`src/dhjt_pkg.sv`:
```
package dhjt_pkg;

   // CORDIC iteration count (8..24)
   localparam int CordicSteps = 16;
   localparam int StepW = $clog2(CordicSteps + 1);

   // register indexes
   localparam logic [2:0] RegLinkLength    = 3'd0;
   localparam logic [2:0] RegLinkTwist     = 3'd1;
   localparam logic [2:0] RegLinkOffset    = 3'd2;
   localparam logic [2:0] RegAngleOffset   = 3'd3;
   localparam logic [2:0] RegLowerLimit    = 3'd4;
   localparam logic [2:0] RegUpperLimit    = 3'd5;
   localparam logic [2:0] RegCouplingRatio = 3'd6;
   localparam logic [2:0] RegCoupledMode   = 3'd7;

   localparam logic CmdSet = 1'b0;
   localparam logic CmdAdd = 1'b1;

   // CORDIC start value, Q2.30
   localparam logic signed [33:0] CordicX0 = 34'sd652032874;

   // arctangent table, turn units scaled by 2^32
   function automatic logic signed [33:0] atan_entry(input logic [4:0] i);
      logic signed [33:0] r;
      begin
         case (i)
            5'd0:  r = 34'sh020000000;
            5'd1:  r = 34'sh012E4051E;
            5'd2:  r = 34'sh009FB385B;
            5'd3:  r = 34'sh0051111D4;
            5'd4:  r = 34'sh0028B0D43;
            5'd5:  r = 34'sh00145D7E1;
            5'd6:  r = 34'sh000A2F61E;
            5'd7:  r = 34'sh000517C55;
            5'd8:  r = 34'sh00028BE53;
            5'd9:  r = 34'sh000145F2F;
            5'd10: r = 34'sh0000A2F98;
            5'd11: r = 34'sh0000517CC;
            5'd12: r = 34'sh000028BE6;
            5'd13: r = 34'sh0000145F3;
            5'd14: r = 34'sh00000A2FA;
            5'd15: r = 34'sh00000517D;
            5'd16: r = 34'sh0000028BE;
            5'd17: r = 34'sh00000145F;
            5'd18: r = 34'sh000000A30;
            5'd19: r = 34'sh000000518;
            5'd20: r = 34'sh00000028C;
            5'd21: r = 34'sh000000146;
            5'd22: r = 34'sh0000000A3;
            5'd23: r = 34'sh000000051;
            default: r = '0;
         endcase
         return r;
      end
   endfunction

   typedef struct packed {
      logic        command;
      logic [15:0] angle_value;
   } req_type;

   typedef struct packed {
      logic [15:0] rot_00;
      logic [15:0] rot_10;
      logic [15:0] rot_01;
      logic [15:0] rot_11;
      logic [15:0] rot_21;
      logic [15:0] rot_02;
      logic [15:0] rot_12;
      logic [15:0] rot_22;
      logic [23:0] trans_x;
      logic [23:0] trans_y;
      logic [23:0] trans_z;
      logic [15:0] joint_angle;
   } rsp_type;

   typedef struct packed {
      logic [2:0]  index;
      logic [23:0] data;
   } csr_type;

endpackage

```
`src/dhjt_if.sv`:
```
interface dhjt_req_if;
   logic             valid;
   logic             ready;
   dhjt_pkg::req_type payload;
   modport source (output valid, output payload, input ready);
   modport sink   (input valid, input payload, output ready);
endinterface

interface dhjt_rsp_if;
   logic             valid;
   logic             ready;
   dhjt_pkg::rsp_type payload;
   modport source (output valid, output payload, input ready);
   modport sink   (input valid, input payload, output ready);
endinterface

interface dhjt_csr_if;
   logic             valid;
   logic             ready;
   dhjt_pkg::csr_type payload;
   modport source (output valid, output payload, input ready);
   modport sink   (input valid, input payload, output ready);
endinterface

```
`src/dh_joint_transform_unit.sv`:
```
// DH joint transform for one revolute joint. Each request transaction
// updates the stored joint angle (set/add with clamp, or coupled gear
// ratio) and returns eleven DH matrix entries plus the stored angle.
// For each request a shared CORDIC unit runs twice, then a 16x24
// multiplier serves the products one per cycle. A new request is taken
// only while the unit is idle and the output register is empty or
// being read. Configuration writes are taken at any time, one per cycle.
module dh_joint_transform_unit (
   input  logic clock,
   input  logic reset,
   dhjt_req_if.sink   req,
   dhjt_rsp_if.source rsp,
   dhjt_csr_if.sink   csr
);

   typedef enum logic [5:0] {
      S_IDLE  = 6'b000001,
      S_MULT  = 6'b000010,
      S_CLAMP = 6'b000100,
      S_CORD  = 6'b001000,
      S_PROD  = 6'b010000,
      S_DONE  = 6'b100000
   } state_type;

   state_type state_ff, state_in;

   logic signed [23:0] link_length_ff, link_offset_ff;
   logic signed [15:0] link_twist_ff, angle_offset_ff, lower_ff, upper_ff, ratio_ff;
   logic               coupled_ff;
   logic signed [15:0] stored_ff, stored_in;

   logic               cmd_ff;
   logic signed [15:0] val_ff;
   logic signed [31:0] cprod_ff;

   // CORDIC state
   logic signed [33:0] cx_ff, cy_ff, cz_ff;
   logic [dhjt_pkg::StepW-1:0] step_ff;
   logic               pass_ff;   // 0 joint angle, 1 twist
   logic               flip_ff;
   logic signed [15:0] cq_ff, sq_ff, ca_ff, sa_ff;

   // product sequencer
   logic [2:0]         pidx_ff;
   logic signed [39:0] pprod_ff;
   logic               pvalid_ff;
   logic [2:0]         pidx_d_ff;

   dhjt_pkg::rsp_type  out_ff;
   logic               out_valid_ff;

   // configuration port is always ready
   assign csr.ready = 1'b1;
   always_ff @(posedge clock) begin
      if (reset) begin
         link_length_ff  <= '0;
         link_twist_ff   <= '0;
         link_offset_ff  <= '0;
         angle_offset_ff <= '0;
         lower_ff        <= '0;
         upper_ff        <= '0;
         ratio_ff        <= '0;
         coupled_ff      <= 1'b0;
      end else if (csr.valid) begin
         case (csr.payload.index)
            dhjt_pkg::RegLinkLength:    link_length_ff  <= csr.payload.data;
            dhjt_pkg::RegLinkTwist:     link_twist_ff   <= csr.payload.data[15:0];
            dhjt_pkg::RegLinkOffset:    link_offset_ff  <= csr.payload.data;
            dhjt_pkg::RegAngleOffset:   angle_offset_ff <= csr.payload.data[15:0];
            dhjt_pkg::RegLowerLimit:    lower_ff        <= csr.payload.data[15:0];
            dhjt_pkg::RegUpperLimit:    upper_ff        <= csr.payload.data[15:0];
            dhjt_pkg::RegCouplingRatio: ratio_ff        <= csr.payload.data[15:0];
            dhjt_pkg::RegCoupledMode:   coupled_ff      <= csr.payload.data[0];
            default: ;
         endcase
      end
   end

   assign req.ready = (state_ff == S_IDLE) && !(out_valid_ff && !rsp.ready);

   // angle update
   logic signed [16:0] sum;
   logic signed [32:0] cround;
   always_comb begin
      sum = (cmd_ff == dhjt_pkg::CmdAdd) ? (17'(stored_ff) + 17'(val_ff)) : 17'(val_ff);
      cround = 33'(cprod_ff) + 33'sd2048;
      stored_in = stored_ff;
      if (coupled_ff) stored_in = cround[27:12];
      else if (sum > 17'(upper_ff)) stored_in = upper_ff;
      else if (sum < 17'(lower_ff)) stored_in = lower_ff;
      else stored_in = sum[15:0];
   end

   // CORDIC fold and one iteration
   logic [15:0] pass_ang, fold_ang;
   logic        fold;
   logic signed [33:0] sx, sy, nx, ny, nz, atn;
   logic [4:0]  sidx;
   always_comb begin
      pass_ang = (state_ff == S_CLAMP) ? 16'(angle_offset_ff + stored_in)
                                       : link_twist_ff;
      fold     = (pass_ang >= 16'd16384) && (pass_ang < 16'd49152);
      fold_ang = fold ? (pass_ang + 16'd32768) : pass_ang;
      sidx = 5'(step_ff);
      sx   = cx_ff >>> sidx;
      sy   = cy_ff >>> sidx;
      atn  = dhjt_pkg::atan_entry(sidx);
      if (!cz_ff[33]) begin
         nx = cx_ff - sy; ny = cy_ff + sx; nz = cz_ff - atn;
      end else begin
         nx = cx_ff + sy; ny = cy_ff - sx; nz = cz_ff + atn;
      end
   end

   // round Q2.30 to Q1.14 with saturation, negated when f is set
   function automatic logic signed [15:0] rsat(input logic signed [33:0] v, input logic f);
      logic signed [33:0] t;
      logic signed [17:0] r;
      begin
         t = (v + 34'sd32768) >>> 16;
         r = t[17:0];
         if (r > 18'sd16384) r = 18'sd16384;
         else if (r < -18'sd16384) r = -18'sd16384;
         if (f) r = -r;
         return r[15:0];
      end
   endfunction

   // product operand select
   logic signed [23:0] ma;
   logic signed [15:0] mb;
   always_comb begin
      case (pidx_ff)
         3'd0: begin ma = 24'(sq_ff); mb = ca_ff; end
         3'd1: begin ma = 24'(cq_ff); mb = ca_ff; end
         3'd2: begin ma = 24'(sq_ff); mb = sa_ff; end
         3'd3: begin ma = 24'(cq_ff); mb = sa_ff; end
         3'd4: begin ma = link_length_ff; mb = cq_ff; end
         3'd5: begin ma = link_length_ff; mb = sq_ff; end
         default: begin ma = '0; mb = '0; end
      endcase
   end

   logic signed [39:0] pr;
   logic signed [25:0] pq;
   always_comb begin
      pr = (pprod_ff + 40'sd8192) >>> 14;
      pq = pr[25:0];
      if (pq > 26'sd8388607) pq = 26'sd8388607;
      else if (pq < -26'sd8388608) pq = -26'sd8388608;
   end

   always_comb begin
      state_in = state_ff;
      case (state_ff)
         S_IDLE:  if (req.valid && req.ready) state_in = S_MULT;
         S_MULT:  state_in = S_CLAMP;
         S_CLAMP: state_in = S_CORD;
         S_CORD:  if (pass_ff && step_ff == dhjt_pkg::StepW'(dhjt_pkg::CordicSteps))
                     state_in = S_PROD;
         S_PROD:  if (pvalid_ff && pidx_d_ff == 3'd5) state_in = S_DONE;
         S_DONE:  if (!out_valid_ff || rsp.ready) state_in = S_IDLE;
         default: state_in = S_IDLE;
      endcase
   end

   always_ff @(posedge clock) begin
      if (reset) begin
         state_ff     <= S_IDLE;
         stored_ff    <= '0;
         out_valid_ff <= 1'b0;
         pvalid_ff    <= 1'b0;
      end else begin
         state_ff <= state_in;
         if (state_ff == S_DONE && (!out_valid_ff || rsp.ready)) out_valid_ff <= 1'b1;
         else if (rsp.ready) out_valid_ff <= 1'b0;
         if (state_ff == S_CLAMP) stored_ff <= stored_in;
         pvalid_ff <= (state_ff == S_PROD) && (pidx_ff < 3'd6);
      end
   end

   // datapath registers
   always_ff @(posedge clock) begin
      case (state_ff)
         S_IDLE: begin
            cmd_ff <= req.payload.command;
            val_ff <= req.payload.angle_value;
            pass_ff <= 1'b0;
         end
         S_MULT: cprod_ff <= ratio_ff * val_ff;
         S_CLAMP: begin
            // load first rotation with the angle offset plus the updated joint angle
            cx_ff   <= dhjt_pkg::CordicX0;
            cy_ff   <= '0;
            cz_ff   <= 34'(signed'(fold_ang)) <<< 16;
            flip_ff <= fold;
            step_ff <= '0;
         end
         S_CORD: begin
            if (step_ff == dhjt_pkg::StepW'(dhjt_pkg::CordicSteps)) begin
               if (!pass_ff) begin
                  cq_ff   <= rsat(cx_ff, flip_ff);
                  sq_ff   <= rsat(cy_ff, flip_ff);
                  pass_ff <= 1'b1;
                  cx_ff   <= dhjt_pkg::CordicX0;
                  cy_ff   <= '0;
                  cz_ff   <= 34'(signed'(fold_ang)) <<< 16;
                  flip_ff <= fold;
                  step_ff <= '0;
               end else begin
                  ca_ff   <= rsat(cx_ff, flip_ff);
                  sa_ff   <= rsat(cy_ff, flip_ff);
                  pidx_ff <= '0;
               end
            end else begin
               cx_ff   <= nx;
               cy_ff   <= ny;
               cz_ff   <= nz;
               step_ff <= step_ff + 1'b1;
            end
         end
         S_PROD: begin
            pprod_ff  <= ma * mb;
            pidx_d_ff <= pidx_ff;
            if (pidx_ff < 3'd6) pidx_ff <= pidx_ff + 1'b1;
            if (pvalid_ff) begin
               case (pidx_d_ff)
                  3'd0: out_ff.rot_01  <= -pq[15:0];
                  3'd1: out_ff.rot_11  <= pq[15:0];
                  3'd2: out_ff.rot_02  <= pq[15:0];
                  3'd3: out_ff.rot_12  <= -pq[15:0];
                  3'd4: out_ff.trans_x <= pq[23:0];
                  3'd5: out_ff.trans_y <= pq[23:0];
                  default: ;
               endcase
            end
         end
         default: ;
      endcase
      if (state_ff == S_DONE && (!out_valid_ff || rsp.ready)) begin
         out_ff.rot_00      <= cq_ff;
         out_ff.rot_10      <= sq_ff;
         out_ff.rot_21      <= sa_ff;
         out_ff.rot_22      <= ca_ff;
         out_ff.trans_z     <= link_offset_ff;
         out_ff.joint_angle <= stored_ff;
      end
   end

   assign rsp.valid   = out_valid_ff;
   assign rsp.payload = out_ff;

endmodule

```
`src/flat_wrapper.sv`:
```
// flat-port wrapper written by rule: the top's interface ports become plain ports
module dh_joint_transform_unit_flat 
  (clock, reset, req_valid, req_payload, req_ready, rsp_valid, rsp_payload, rsp_ready, csr_valid, csr_payload, csr_ready);
  dhjt_req_if req_i ();
  dhjt_rsp_if rsp_i ();
  dhjt_csr_if csr_i ();
  input  logic clock;
  input  logic reset;
  input wire logic [$bits(req_i.valid)-1:0] req_valid;
  input wire logic [$bits(req_i.payload)-1:0] req_payload;
  output wire logic [$bits(req_i.ready)-1:0] req_ready;
  output wire logic [$bits(rsp_i.valid)-1:0] rsp_valid;
  output wire logic [$bits(rsp_i.payload)-1:0] rsp_payload;
  input wire logic [$bits(rsp_i.ready)-1:0] rsp_ready;
  input wire logic [$bits(csr_i.valid)-1:0] csr_valid;
  input wire logic [$bits(csr_i.payload)-1:0] csr_payload;
  output wire logic [$bits(csr_i.ready)-1:0] csr_ready;
  assign req_i.valid = req_valid;
  assign req_i.payload = req_payload;
  assign req_ready = req_i.ready;
  assign rsp_valid = rsp_i.valid;
  assign rsp_payload = rsp_i.payload;
  assign rsp_i.ready = rsp_ready;
  assign csr_i.valid = csr_valid;
  assign csr_i.payload = csr_payload;
  assign csr_ready = csr_i.ready;
  dh_joint_transform_unit u_core (.clock(clock), .reset(reset), .req(req_i), .rsp(rsp_i), .csr(csr_i));
endmodule
```
`config.mk`:
```
export PLATFORM = sky130hd
export DESIGN_NAME = dh_joint_transform_unit_flat
export DESIGN_NICKNAME = d
export VERILOG_FILES = /design/src/dhjt_pkg.sv /design/src/dhjt_if.sv /design/src/dh_joint_transform_unit.sv /design/src/flat_wrapper.sv
export SDC_FILE = /design/constraint.sdc
export NUM_CORES = 2
export LEC_CHECK = 0
export BUFFER_PORTS_ARGS = -buffer_cell sky130_fd_sc_hd__buf_2
export CAP_MARGIN = 20
export CORE_ASPECT_RATIO = 0.9
export CORE_MARGIN = 2
export CORE_UTILIZATION = 35
export CTS_CLUSTER_SIZE = 16
export DETAILED_ROUTE_END_ITERATION = 10
export HOLD_SLACK_MARGIN = 0.05
export PLACE_DENSITY_LB_ADDON = 0.15
export SLEW_MARGIN = 40
export SYNTH_ARGS = -nofsm -noshare
export SYNTH_HDL_FRONTEND = slang
export SYNTH_SLANG_ARGS = --single-unit
```
`constraint.sdc`:
```
create_clock -name clock -period 22.1 [get_ports clock]
set_input_delay 4.42 -clock clock [delete_from_list [all_inputs] [get_ports clock]]
set_output_delay 4.42 -clock clock [all_outputs]
set_load 0.005 [all_outputs]
```
==> reports/results.txt <==
The highest attainable clock frequency was 102.1 MHz. The flow ran to the end, and the final reports show no timing, DRC or antenna violations. The run gives 68010 um2 as the final instance area.

The number of antenna violations at the first check in global routing was 10. The dominant combinational cell family by area after synthesis was adder cells. STA puts the critical path data required time at 22.69 ns.

The library cell used most frequently in the layout, excluding fill and tap cells, is nand2_1. The largest single stage delay on the critical path is 0.84 ns. Relative to the synthesized area, the layout overhead comes to 10.86%.

For the portion of the post-synthesis area used by sequential elements, the log shows 0.2829. For this design the ratio of total power to cell area is 66.64 nW/um2. STA classifies the critical path endpoint as a flip-flop. The complex-gate fraction of the synthesized area was 0.1223.

Post-synthesis mux area share: 0.03884. Class of the tightest hold or removal check: reg -> reg. The routed design uses 12390 um of met3 wire. In this run the tool buffered the top-level ports with 266 buffer cells. In this run the post-CTS setup repair buffer count came out at 0.

Ratio of cells with drive above 1 in the final layout: 0.09632. Entering global routing, the biggest net connects 86 pins. The post-synthesis simple-gate area fraction was 0.1647. The adder and majority gate portion of the synthesized area works out to 0.2705. Sum of negative setup slack: 0 ns.

The count of final setup violators was 0; the count of nets left with antenna violations after detail routing was 0. The synthesized design contains 456 enable-type register cells. On the critical path, the stage with the largest delay is an instance of edfxtp_1.

The net count of the finished layout is 7769. Counting the fill cells in the layout gives 17358. The kind of cell with the highest combined delay along the critical path is adder cells. Across the routed clock network, the largest skew measured is 0.06711 ns. The slew at the pin closest to its max-slew limit works out to 0.9391 ns.

The floorplan step defined a core boundary enclosing 173800 um2. The number of buffers inserted by hold repair at cts was 0; the wire length of the first global-routing pass was 303500 um. The normalized max-slew margin was 0.3740. Max-slew violation count: 0. The tools report the overall routing resource usage as 0.2217. TritonCTS built the clock tree. The clock net in this run drives a total of 639 sinks. The remaining global-route overflow is 0, and the met2 layer wire length in the routed design is 91070 um. The fraction of synthesis flops using an asynchronous set or reset pin was 0; the weighted congestion at the end of routability-driven global placement was 0.9154. Fraction of synthesized cell area in xor and xnor cells: 0.05140. The highest fanout seen on the critical path works out to 23. The initialized floorplan defines 145 standard-cell rows.

In the layout the commonest cells are nand2_1 (912), inv_1 (784), fa_1 (606). The setup path with the least slack is of type reg -> reg. Topmost layer with routed signal wires: met5. Summed over all nets, the half-perimeter wirelength after detailed placement is 155500 um. The number of global-route vias before repair came out at 47972. The logs give 0.3529 for the starting density of the core and 0.74 ns for the clock latency reported for the late side of the worst-skew pair. The critical path contains buffers and inverters numbering 5 combined. Via total after detailed routing: 48363. Count of final hold-check violations: 0.

Kind of launch point of the worst setup path: a flip-flop. The data arrival at the endpoint of the critical path is 10.38 ns. After detailed routing, the total wire length is 199200 um. The tools report the root cell of the clock tree as clkbuf_16.

Final hold analysis gives a worst-case slack of 0.4214 ns. The die extent in x is 445.3 um, and the leakage power figure is 0.02849 uW. For this block, wires on met1 add up to 88170 um. The max-capacitance violation count came out at 0.

The detailed router finished its first iteration with 3929 violations. The first TritonRoute pass finished after 8 iterations. Power comes to 4532 uW. The netlist uses 88 different library cells. For the finished layout, the period the worst path requires is 9.795 ns. Setup repair after global routing left no endpoint under its margin.

For the top-level I/O count, the log shows 268. The post-route fraction of the period consumed by the critical path was 0.4432. The die covers 178600 um2. The CTS buffer count is 80, and the mean post-synth cell area is 9.236 um2.

The H-tree depth reported by CTS is 3, and the clock transition at the registers of the reported paths is 0.06 ns. Dividing the detail-routed wire length by the instance count gives 21.88 um. The longest clock path from root to sink contains 3 buffers.

Counting flops and latches in the post-synthesis netlist gives 639. The count of unresolved DRC violations after routing came out at 0. Counting every instance in the synthesized netlist gives 6642.

Most frequent cell on the critical path: fa_1. Dividing the detail-routed via count by the number of cells gives 5.312. The run gives 7653 as the synthesized net count. The floorplan die height works out to 401.2 um. Post-CTS repair changed the size of 0 cells. The most used flip-flop cell after synthesis is edfxtp_1. For the combined area of all synthesized cells, the log shows 61340 um2.

The tools report the cell area reported after detailed placement as 65210 um2. The largest vdd supply drop is 58.53 uV. Yosys printed 0 warnings.
-- area by class of cell --
type	count	area [um2]	area share
diodes	5	12.51	0.0001840
clock buffers	99	2127	0.03128
clock inverters	46	553.0	0.008132
inverters	793	2980	0.04382
multi-input cells	4892	40030	0.5886
flip-flops and latches	639	17360	0.2553
well taps	2278	2850	0.04191
repair buffers	352	2095	0.03080
-- layer usage --
metal,vias up,track usage
met5,-,0
met4,6,0.07339
met3,278,0.03305
met2,1549,0.3561
met1,23956,0.3053
li1,22574,-
-- worst paths after layout --
kind,start,to,slack [ns],depth (start not counted)
setup / recovery,u_core.pidx_ff[2]$_SDFFCE_PN0P_,u_core.pprod_ff[36]$_DFFE_PP_,12.31,25
hold / removal,u_core.link_offset_ff[12]$_SDFFE_PP0P_,u_core.rsp.payload[28]$_DFFE_PP_,0.42,0
setup reg to reg,u_core.pidx_ff[2]$_SDFFCE_PN0P_,u_core.pprod_ff[36]$_DFFE_PP_,12.31,25
hold reg to reg,u_core.link_offset_ff[12]$_SDFFE_PP0P_,u_core.rsp.payload[28]$_DFFE_PP_,0.42,0
-- synthesized netlist by cell type (14+ instances only) --
| cell | n | area [um2] |
|---|---|---|
| and2_1 | 150 | 938.4 |
| dfxtp_1 | 183 | 3664 |
| o21ai_0 | 186 | 930.9 |
| fa_1 | 606 | 12130 |
| nor2_1 | 584 | 2192 |
| mux2_2 | 36 | 405.4 |
| buf_2 | 17 | 85.08 |
| mux4_2 | 62 | 1396 |
| mux2i_1 | 58 | 580.6 |
| inv_1 | 786 | 2950 |
| o211ai_1 | 23 | 172.7 |
| nor4_1 | 25 | 156.4 |
| o21bai_1 | 23 | 172.7 |
| a21oi_1 | 429 | 2147 |
| o21a_1 | 39 | 292.8 |
| a211oi_1 | 62 | 465.5 |
| nand4_1 | 31 | 193.9 |
| nand2b_1 | 85 | 531.8 |
| a21o_1 | 112 | 840.8 |
| nor2b_1 | 59 | 369.1 |
| a221oi_1 | 26 | 227.7 |
| buf_1 | 18 | 67.56 |
| a22oi_1 | 28 | 210.2 |
| ha_1 | 356 | 4454 |
| nor3b_1 | 14 | 105.1 |
| nand3_1 | 96 | 480.5 |
| xnor2_1 | 213 | 1866 |
| nand2_1 | 914 | 3431 |
| nor3_1 | 125 | 625.6 |
| and3_1 | 54 | 337.8 |
| xor2_1 | 147 | 1287 |
| a31oi_1 | 53 | 331.6 |
| edfxtp_1 | 456 | 13690 |
| a2111oi_0 | 25 | 219.0 |
| or3_1 | 29 | 181.4 |
| o31ai_1 | 19 | 142.6 |
| clkbuf_1 | 274 | 1028 |
| o22ai_1 | 21 | 131.4 |
-- cells by family after synthesis --
family,Yosys count
adder cells (fa/ha/maj),963
AO/OA/AOI/OAI,1182
AND/OR/NAND/NOR,2230
buffers and inverters,1111
multiplexers,156
other,1
flip-flops,639
XOR/XNOR,360
-- flip-flops by register name, indices dropped and copies added, names as in the netlist, 17 cells and up --
name and count:
u_core.link_length_ff 24, u_core.pprod_ff 27, u_core.link_offset_ff 24, u_core.cy_ff 34, u_core.atn 30, u_core.cx_ff 34, u_core.cz_ff 34, u_core.rsp.payload 216
u_core.cprod_ff 17
-- power breakdown --
part / leakage (uW) / switching (uW) / internal, uW
logic: 0.0216 / 1080 / 670
registers: 0.00555 / 65.0 / 1360
clock network: 0.00130 / 577 / 777
total: 0.0285 / 1720 / 2810
-- stage by stage --
step / setup WS, ns / cells / util
2_1_floorplan: 12.71 / 6642 / -
3_5_place_dp: 12.13 / 8950 / 0.3752
5_1_grt: 11.65 / 9099 / 0.3912
4_1_cts: 12.21 / 9095 / 0.3906
3_3_place_gp: 12.37 / 8940 / 0.3739
6_report: 12.31 / 9104 / 0.3913
(Power assumes the default switching activity.)
